`src/hdl/deadband_position_actuator_control_core_defines.svh`:
```
// Assertion macros shared by the deadband position actuator control core.
`ifndef DEADBAND_POSITION_ACTUATOR_CONTROL_CORE_DEFINES_SVH
`define DEADBAND_POSITION_ACTUATOR_CONTROL_CORE_DEFINES_SVH

// Same-cycle implication, ignored while reset is asserted.
`define DPAC_ASSERT_IMPL(label, clk, rst_n, ante, cons) \
    label: assert property (@(posedge clk) disable iff (!rst_n) (ante) |-> (cons)) \
        else $error("assertion failed: same-cycle implication");

// Next-cycle implication, ignored while reset is asserted.
`define DPAC_ASSERT_NEXT(label, clk, rst_n, ante, cons) \
    label: assert property (@(posedge clk) disable iff (!rst_n) (ante) |=> (cons)) \
        else $error("assertion failed: next-cycle implication");

`endif

```
`src/hdl/dpac_pkg.sv`:
```
// Types and constants of the deadband position actuator control core.
`default_nettype none

package dpac_pkg;

    localparam int POS_W     = 10;
    localparam int BAND_W    = 8;
    localparam int RUN_W     = 4;
    localparam int DRIVE_W   = 2;
    localparam int STATUS_W  = 2;
    localparam int APB_DW    = 32;
    localparam int APB_AW    = 4;

    // Opcodes
    localparam logic OP_SAMPLE = 1'b0;
    localparam logic OP_TARGET = 1'b1;

    // Drive commands
    localparam logic [DRIVE_W-1:0] DRV_BRAKE = 2'd0;
    localparam logic [DRIVE_W-1:0] DRV_UP    = 2'd1;
    localparam logic [DRIVE_W-1:0] DRV_DOWN  = 2'd2;

    // Sample status codes
    localparam logic [STATUS_W-1:0] ST_OK        = 2'd0;
    localparam logic [STATUS_W-1:0] ST_TIMEOUT   = 2'd1;
    localparam logic [STATUS_W-1:0] ST_OUT_RANGE = 2'd2;

    // Register indexes (paddr[3:2])
    localparam logic [1:0] REG_MIN_POS   = 2'd0;
    localparam logic [1:0] REG_MAX_POS   = 2'd1;
    localparam logic [1:0] REG_BAND      = 2'd2;
    localparam logic [1:0] REG_TO_LIMIT  = 2'd3;

    // Register reset values
    localparam logic [POS_W-1:0]  RST_MIN_POS  = 10'd0;
    localparam logic [POS_W-1:0]  RST_MAX_POS  = 10'd1023;
    localparam logic [BAND_W-1:0] RST_BAND     = 8'd0;
    localparam logic [RUN_W-1:0]  RST_TO_LIMIT = 4'd3;

    typedef struct packed {
        logic             opcode;
        logic [POS_W-1:0] sample_range;
        logic             sample_timed_out;
        logic [POS_W-1:0] target_value;
    } t_in_item;

    typedef struct packed {
        logic [DRIVE_W-1:0]  drive;
        logic                sensor_reset;
        logic [STATUS_W-1:0] sample_status;
        logic [POS_W-1:0]    position_now;
    } t_out_item;

    typedef struct packed {
        logic [POS_W-1:0]  min_position;
        logic [POS_W-1:0]  max_position;
        logic [BAND_W-1:0] band_width;
        logic [RUN_W-1:0]  timeout_limit;
    } t_cfg;

endpackage

`default_nettype wire

```
`src/hdl/dpac_regs.sv`:
```
// APB configuration registers of the deadband position actuator control core.
`default_nettype none

module dpac_regs (
    input  wire logic                       i_clk,
    input  wire logic                       i_rst_n,
    input  wire logic                       psel,
    input  wire logic                       penable,
    input  wire logic                       pwrite,
    input  wire logic [dpac_pkg::APB_AW-1:0] paddr,
    input  wire logic [dpac_pkg::APB_DW-1:0] pwdata,
    output logic      [dpac_pkg::APB_DW-1:0] prdata,
    output logic                            pready,
    output dpac_pkg::t_cfg                  o_cfg
);
    import dpac_pkg::*;

    t_cfg       r_cfg;
    logic       wr_en;
    logic [1:0] reg_idx;

    assign pready  = 1'b1;
    assign wr_en   = psel & penable & pwrite;
    assign reg_idx = paddr[3:2];

    // Register writes on the access phase
    always_ff @(posedge i_clk) begin
        if (!i_rst_n) begin
            r_cfg.min_position  <= RST_MIN_POS;
            r_cfg.max_position  <= RST_MAX_POS;
            r_cfg.band_width    <= RST_BAND;
            r_cfg.timeout_limit <= RST_TO_LIMIT;
        end else if (wr_en) begin
            unique case (reg_idx)
                REG_MIN_POS:  r_cfg.min_position  <= pwdata[POS_W-1:0];
                REG_MAX_POS:  r_cfg.max_position  <= pwdata[POS_W-1:0];
                REG_BAND:     r_cfg.band_width    <= pwdata[BAND_W-1:0];
                REG_TO_LIMIT: r_cfg.timeout_limit <= pwdata[RUN_W-1:0];
                default: ;
            endcase
        end
    end

    // Read mux
    always_comb begin
        prdata = '0;
        unique case (reg_idx)
            REG_MIN_POS:  prdata[POS_W-1:0]  = r_cfg.min_position;
            REG_MAX_POS:  prdata[POS_W-1:0]  = r_cfg.max_position;
            REG_BAND:     prdata[BAND_W-1:0] = r_cfg.band_width;
            REG_TO_LIMIT: prdata[RUN_W-1:0]  = r_cfg.timeout_limit;
            default:      prdata = '0;
        endcase
    end

    assign o_cfg = r_cfg;

endmodule

`default_nettype wire

```
`src/hdl/dpac_step.sv`:
```
// Controller state and the per-transaction update of position, timeout run and drive.
`default_nettype none

module dpac_step (
    input  wire logic               i_clk,
    input  wire logic               i_rst_n,
    input  wire dpac_pkg::t_cfg     i_cfg,
    input  wire logic               i_fire,
    input  wire dpac_pkg::t_in_item i_item,
    output dpac_pkg::t_out_item     o_result
);
    import dpac_pkg::*;

    logic [POS_W-1:0]   r_held, n_held;
    logic [POS_W-1:0]   r_target, n_target;
    logic [RUN_W-1:0]   r_run, n_run;
    logic [DRIVE_W-1:0] r_drive, n_drive;

    logic                run_inc_ge;
    logic [RUN_W-1:0]    run_inc;
    logic                pulse;
    logic [STATUS_W-1:0] status;
    logic                below_tgt;
    logic [POS_W-1:0]    mag;
    logic [POS_W:0]      up_guard;
    logic [POS_W:0]      pos_plus_bw;
    logic [DRIVE_W-1:0]  drive_calc;

    assign run_inc    = r_run + 1'b1;
    assign run_inc_ge = (run_inc >= i_cfg.timeout_limit);

    // Sample handling: target load, timeout run, window check
    always_comb begin
        n_target = r_target;
        n_held   = r_held;
        n_run    = r_run;
        pulse    = 1'b0;
        status   = ST_OK;
        if (i_item.opcode == OP_TARGET) begin
            n_target = i_item.target_value;
        end else if (i_item.sample_timed_out) begin
            status = ST_TIMEOUT;
            if (run_inc_ge) begin
                pulse = 1'b1;
                n_run = '0;
            end else begin
                n_run = run_inc;
            end
        end else begin
            n_run = '0;
            if ((i_item.sample_range < i_cfg.min_position) ||
                (i_item.sample_range > i_cfg.max_position)) begin
                status = ST_OUT_RANGE;
            end else begin
                n_held = i_item.sample_range;
            end
        end
    end

    // Drive decision from the updated position; guard sums kept one bit wider
    assign below_tgt   = (r_target < n_held);
    assign mag         = below_tgt ? (n_held - r_target) : (r_target - n_held);
    assign up_guard    = {1'b0, i_cfg.min_position} + {3'b000, i_cfg.band_width};
    assign pos_plus_bw = {1'b0, n_held} + {3'b000, i_cfg.band_width};

    always_comb begin
        if (mag <= {2'b00, i_cfg.band_width}) begin
            drive_calc = DRV_BRAKE;
        end else if (below_tgt) begin
            drive_calc = ({1'b0, n_held} <= up_guard) ? DRV_BRAKE : DRV_UP;
        end else begin
            drive_calc = (pos_plus_bw >= {1'b0, i_cfg.max_position}) ? DRV_BRAKE : DRV_DOWN;
        end
    end

    // A target load leaves the drive as it was
    assign n_drive = (i_item.opcode == OP_TARGET) ? r_drive : drive_calc;

    always_ff @(posedge i_clk) begin
        if (!i_rst_n) begin
            r_held   <= '0;
            r_target <= '0;
            r_run    <= '0;
            r_drive  <= DRV_BRAKE;
        end else if (i_fire) begin
            r_held   <= n_held;
            r_target <= n_target;
            r_run    <= n_run;
            r_drive  <= n_drive;
        end
    end

    assign o_result.drive         = n_drive;
    assign o_result.sensor_reset  = pulse;
    assign o_result.sample_status = status;
    assign o_result.position_now  = n_held;

endmodule

`default_nettype wire

```
`src/hdl/deadband_position_actuator_control_core.sv`:
```
// Top level of the deadband position actuator control core.
//
//  Channel | Direction | Handshake              | Payload
//  --------+-----------+------------------------+-------------------------
//  input   | in        | i_in_valid/o_in_ready  | i_in_item  (t_in_item)
//  output  | out       | o_out_valid/i_out_ready| o_out_item (t_out_item)
//  config  | in        | APB, pready tied high  | pwdata / prdata
//
// One transaction per cycle sustained while the receiver is ready; an accepted
// transaction sits in the input register, and the state update loads its result
// into the result register once that register is free.
// The input side keeps accepting while a result waits, until both the input
// register and the result register are full.
// Reset is synchronous, active low; it restores the register defaults, clears
// the held position, target, timeout run and sets the drive to brake.
`default_nettype none
`include "deadband_position_actuator_control_core_defines.svh"

module deadband_position_actuator_control_core (
    input  wire logic                        i_clk,
    input  wire logic                        i_rst_n,
    input  wire logic                        i_in_valid,
    output logic                             o_in_ready,
    input  wire dpac_pkg::t_in_item          i_in_item,
    output logic                             o_out_valid,
    input  wire logic                        i_out_ready,
    output dpac_pkg::t_out_item              o_out_item,
    input  wire logic                        psel,
    input  wire logic                        penable,
    input  wire logic                        pwrite,
    input  wire logic [dpac_pkg::APB_AW-1:0] paddr,
    input  wire logic [dpac_pkg::APB_DW-1:0] pwdata,
    output logic      [dpac_pkg::APB_DW-1:0] prdata,
    output logic                             pready
);
    import dpac_pkg::*;

    t_cfg      cfg;
    t_in_item  r_in;
    logic      r_in_vld;
    t_out_item r_out;
    logic      r_out_vld;
    t_out_item step_res;
    logic      advance;

    dpac_regs u_regs (
        .i_clk   (i_clk),
        .i_rst_n (i_rst_n),
        .psel    (psel),
        .penable (penable),
        .pwrite  (pwrite),
        .paddr   (paddr),
        .pwdata  (pwdata),
        .prdata  (prdata),
        .pready  (pready),
        .o_cfg   (cfg)
    );

    // Move the held transaction into the result register when it is free
    assign advance    = r_in_vld & (~r_out_vld | i_out_ready);
    assign o_in_ready = ~r_in_vld | advance;

    dpac_step u_step (
        .i_clk    (i_clk),
        .i_rst_n  (i_rst_n),
        .i_cfg    (cfg),
        .i_fire   (advance),
        .i_item   (r_in),
        .o_result (step_res)
    );

    // Input register
    always_ff @(posedge i_clk) begin
        if (!i_rst_n) begin
            r_in_vld <= 1'b0;
        end else if (o_in_ready) begin
            r_in_vld <= i_in_valid;
        end
    end

    always_ff @(posedge i_clk) begin
        if (o_in_ready && i_in_valid) begin
            r_in <= i_in_item;
        end
    end

    // Result register
    always_ff @(posedge i_clk) begin
        if (!i_rst_n) begin
            r_out_vld <= 1'b0;
        end else if (advance) begin
            r_out_vld <= 1'b1;
        end else if (i_out_ready) begin
            r_out_vld <= 1'b0;
        end
    end

    always_ff @(posedge i_clk) begin
        if (advance) begin
            r_out <= step_res;
        end
    end

    assign o_out_valid = r_out_vld;
    assign o_out_item  = r_out;

    // Checks; the guard check covers timeout and rejected samples, whose drive is fresh
    `DPAC_ASSERT_NEXT(a_advance_fills_out, i_clk, i_rst_n, advance, o_out_valid)
    `DPAC_ASSERT_IMPL(a_pulse_on_timeout, i_clk, i_rst_n, o_out_valid && o_out_item.sensor_reset, o_out_item.sample_status == ST_TIMEOUT)
    `DPAC_ASSERT_IMPL(a_up_clear_of_guard, i_clk, i_rst_n, o_out_valid && (o_out_item.drive == DRV_UP) && (o_out_item.sample_status != ST_OK), ({1'b0, o_out_item.position_now} > ({1'b0, cfg.min_position} + {3'b000, cfg.band_width})) || !$stable(cfg))

endmodule

`default_nettype wire

```
`config.mk`:
```
export PLATFORM = sky130hd
export DESIGN_NAME = deadband_position_actuator_control_core
export DESIGN_NICKNAME = d
export VERILOG_FILES = /design/src/hdl/dpac_pkg.sv /design/src/hdl/dpac_regs.sv /design/src/hdl/dpac_step.sv /design/src/hdl/deadband_position_actuator_control_core.sv
export VERILOG_INCLUDE_DIRS = /design/src /design/src/hdl
export SDC_FILE = /design/constraint.sdc
export NUM_CORES = 1
export LEC_CHECK = 0
export BUFFER_PORTS_ARGS = -buffer_cell sky130_fd_sc_hd__buf_2
export CORE_ASPECT_RATIO = 1.1
export CORE_MARGIN = 2
export CORE_UTILIZATION = 62
export CTS_CLUSTER_SIZE = 24
export DETAILED_ROUTE_END_ITERATION = 7
export PLACE_DENSITY = 0.86
export SETUP_SLACK_MARGIN = 0.3
export SLEW_MARGIN = 20
export SYNTH_ARGS = -nofsm -noshare
export SYNTH_HDL_FRONTEND = slang
export SYNTH_SLANG_ARGS = --single-unit
```
`constraint.sdc`:
```
create_clock -name i_clk -period 8.4 [get_ports i_clk]
set_input_delay 0.84 -clock i_clk [delete_from_list [all_inputs] [get_ports i_clk]]
set_output_delay 0.84 -clock i_clk [all_outputs]
set_load 0.01 [all_outputs]
```
==> metrics.csv <==
metric,value,unit
kind of critical path,reg2reg,
largest vdd supply drop,0.000136,V
post-DP HPWL,11600,um
Die Y,112,um
final WL,15000,um
count of final setup violators,0,
via/cell ratio,5.82,
first-pass GRT wire length,24400,um
library cells used by synthesis,61,
"CTS clk-pin slew, worst paths",0.07,ns
max incr delay on CP,0.77,ns
fill count,792,
maximum clock insertion buffer count,2,
Avg Synthesized Cell Area,9.46,sq um
RSZ-0062 raised after global routing,no,
Sw Share,30.5,%
Core Box Area,0.0103,sq mm
Cells after Synth,690,
Inserted Clock Buffers,9,
Synth top area share,18.4,%
Yosys top cell by area,dfxtp_1,
Setup Buffers After CTS,0,
"Req. time, crit path",8.50,ns
Starting Density,63.1,%
CP Capture Type,flip-flop,
vias in the first global route,5167,
synthesized flop and latch total,97,
"Async S/R FF share, synth",0,%
CTS Hold Bufs,0,
reg2reg end,o_out_item[13],
total gr overflow,0,
ys flop type,dfxtp_1,
"Arr. time, crit path",7.03,ns
row count,39,
minimum clock period,6.93,ns
Iter 0 DRT Violations,298,
CP max FO,17,
sequential area share after synthesis,35.4,%
Post-DP Area,0.00685,sq mm
Buf/Inv on CP,2,
FF-to-FF Start,r_in[13],
Lkg Pwr,3.41,nW
root buffer cell,clkbuf_16,
post-route ant nets,0,
Post-synth EDFFs,37,
Clk pwr share,34.4,%
clock sinks,97,
initial antenna violation count,0,
Worst path top cell family by delay,compound AO/OA/AOI/OAI gates,
Clock Skew,0.00601,ns
actual slew at the worst max-slew pin,0.880,ns
combinational share of power,23.9,%
final instance area,0.00716,sq mm
global-route track usage on met1,33.3,%
First-pass DRT Iterations,5,
H-tree lvl count,3,
Buffers on Ports,67,
critical path startpoint,r_in[13],
Tcrit/Tclk final,82.6,%
Ys Warns,0,
reg2reg path depth,26,
IO Count,115,
post-layout utilization of the core,69.3,%
Die W,102,um
WL per Instance,16.9,um
Worst R2R Setup Slack,1.47,ns
Setup crit end,o_out_item[13],
met2 usage,46.5,%
DR vias,5193,
CTS tree,built,
slowest CP cell,o32a_1,
gr busiest metal,met2,
most frequent cells in the layout,"ha_1 (87), buf_2 (67), nor2_1 (61)",
Fin. Hold Viols,0,
Layout area overhead,9.71,%
Startpoint Class,flip-flop,
"most common cell after layout, fill and taps aside",ha_1,
max-slew violations,0,
synth top area cells,"dfxtp_1 (18%), edfxtp_1 (17%), ha_1 (17%), mux2i_1 (5.4%), a21oi_1 (3.7%)",
worst-skew pair later-pin latency,0.36,ns
Seq pwr share,41.6,%
gpl congestion,0.957,
maximum clock rate,0.144,GHz
outcome,completed,
largest net degree at the start of global routing,40,
Final #Nets,900,
GRT Total Usage,27.5,%
share of layout cells above drive strength 1,14.2,%
Critical Path Stages,26,
pwr/cell area,176,mW/mm^2
number of max-cap violations,0,
Psw,384,uW
GR met3 Demand/Resource,4.21,%
DRC Markers,0,
setup TNS,0,ns
internal power,873,uW
Post-Syn Area,0.00653,sq mm
Hold Crit Class,reg2reg,
die area,0.0114,sq mm
post-cts resize count,0,
n_diodes,0,
Max-slew headroom,41.3,%
==> cells by family after synthesis <==
logic type               after synthesis  share of synthesized area (%)
adder cells (fa/ha/maj)               91                           17.9
flip-flops                            97                           35.4
AND/OR/NAND/NOR                      179                           12.7
XOR/XNOR                              25                           3.35
AO/OA/AOI/OAI                        148                           15.3
buffers and inverters                107                           7.97
other                                  2                          0.115
multiplexers                          41                           7.26
==> synth_stat cells, types with 3 or more instances <==
cell / instances
a211oi_1: 13
a21o_1: 23
a21oi_1: 48
a21oi_2: 3
a22oi_1: 3
and2_1: 3
and3_1: 3
buf_4: 25
buf_6: 3
clkbuf_1: 16
dfxtp_1: 60
edfxtp_1: 37
fa_1: 4
ha_1: 87
inv_1: 59
mux2i_1: 35
mux4_2: 4
nand2_1: 53
nand2b_1: 6
nand3_1: 14
nand4_1: 5
nor2_1: 62
nor2b_1: 16
nor3_1: 7
o211ai_1: 12
o21a_1: 4
o21ai_0: 15
o21bai_1: 3
o31ai_1: 5
xnor2_1: 16
xor2_1: 9
==> metal layers <==
layer  share of wire, %  routed length [um]  vias up
met5                  0                   0        -
met4                4.5                 680        0
met3                6.1                 924       54
met2                 50                7510      208
met1                 39                5930     2448
li1                   -                   -     2483
==> registers in the layout, indices dropped and copies added, names as in the netlist <==
name / count
u_step.r_target: 10
o_out_item: 15
r_in_vld: 1
u_step.r_held: 10
r_in: 22
o_out_valid: 1
u_step.r_run: 4
u_regs.o_cfg: 32
u_step.r_drive: 2
==> how the worst min path moves through the flow <==
| stage | start | endpoint | slack (ns) | cells past startpoint |
|---|---|---|---|---|
| after floorplan | u_step.r_target[9] | u_step.r_target[9] | 0.44 | 2 |
| after global placement | u_step.r_target[9] | u_step.r_target[9] | 0.45 | 2 |
| after detailed placement | u_step.r_target[9] | u_step.r_target[9] | 0.46 | 2 |
| after CTS | u_step.r_target[9] | u_step.r_target[9] | 0.47 | 2 |
| after global routing | u_step.r_target[9] | u_step.r_target[9] | 0.49 | 2 |
| final | u_step.r_target[9] | u_step.r_target[9] | 0.47 | 2 |
==> stage by stage <==
step	power, mW	hold WS, ns	setup slack (ns)	cells
floorplan	0.764	0.441	2.66	711
global placement	0.814	0.453	1.82	876
detailed placement	0.829	0.456	1.58	876
CTS	1.26	0.469	1.54	892
global route	1.31	0.495	1.14	892
finish	1.26	0.466	1.47	892
==> power groups by stage <==
stage          combinational (mW)  clock [mW]  sequential, mW
4_1_cts                     0.298       0.438           0.523
3_3_place_gp                0.282           0           0.533
2_1_floorplan               0.233           0           0.531
3_5_place_dp                0.295           0           0.534
6_report                    0.301       0.433           0.524
5_1_grt                     0.333       0.453           0.525
==> area by class of cell <==
class,count,area [sq um],share of cell area (%)
clock inverter,7,86.3,1.21
timing repair buffer,70,358,4.99
tap,143,179,2.50
inverter,59,221,3.09
clock buffer,9,225,3.14
multi-input combinational,507,3780,52.8
sequential,97,2310,32.3
==> worst register-to-register path: stages, from the launching register on <==
cell and delay [ns]:
edfxtp_1 0.49, ha_1 0.36, a21o_1 0.21, a31oi_1 0.20
o21ai_0 0.19, a31o_1 0.28, o211ai_1 0.10, buf_4 0.27
nor2_1 0.07, a21oi_1 0.28, inv_1 0.17, ha_1 0.26
fa_1 0.42, nand3b_4 0.19, a211oi_2 0.27, o32a_1 0.77
mux2i_4 0.41, o21ai_0 0.12, a221oi_1 0.31, xnor2_1 0.17
ha_1 0.26, nand2_1 0.11, nor2_1 0.06, o21ai_0 0.08
o211ai_1 0.12, a211oi_2 0.38, o31ai_1 0.13
Note: power is estimated with default switching activity, not from simulation.
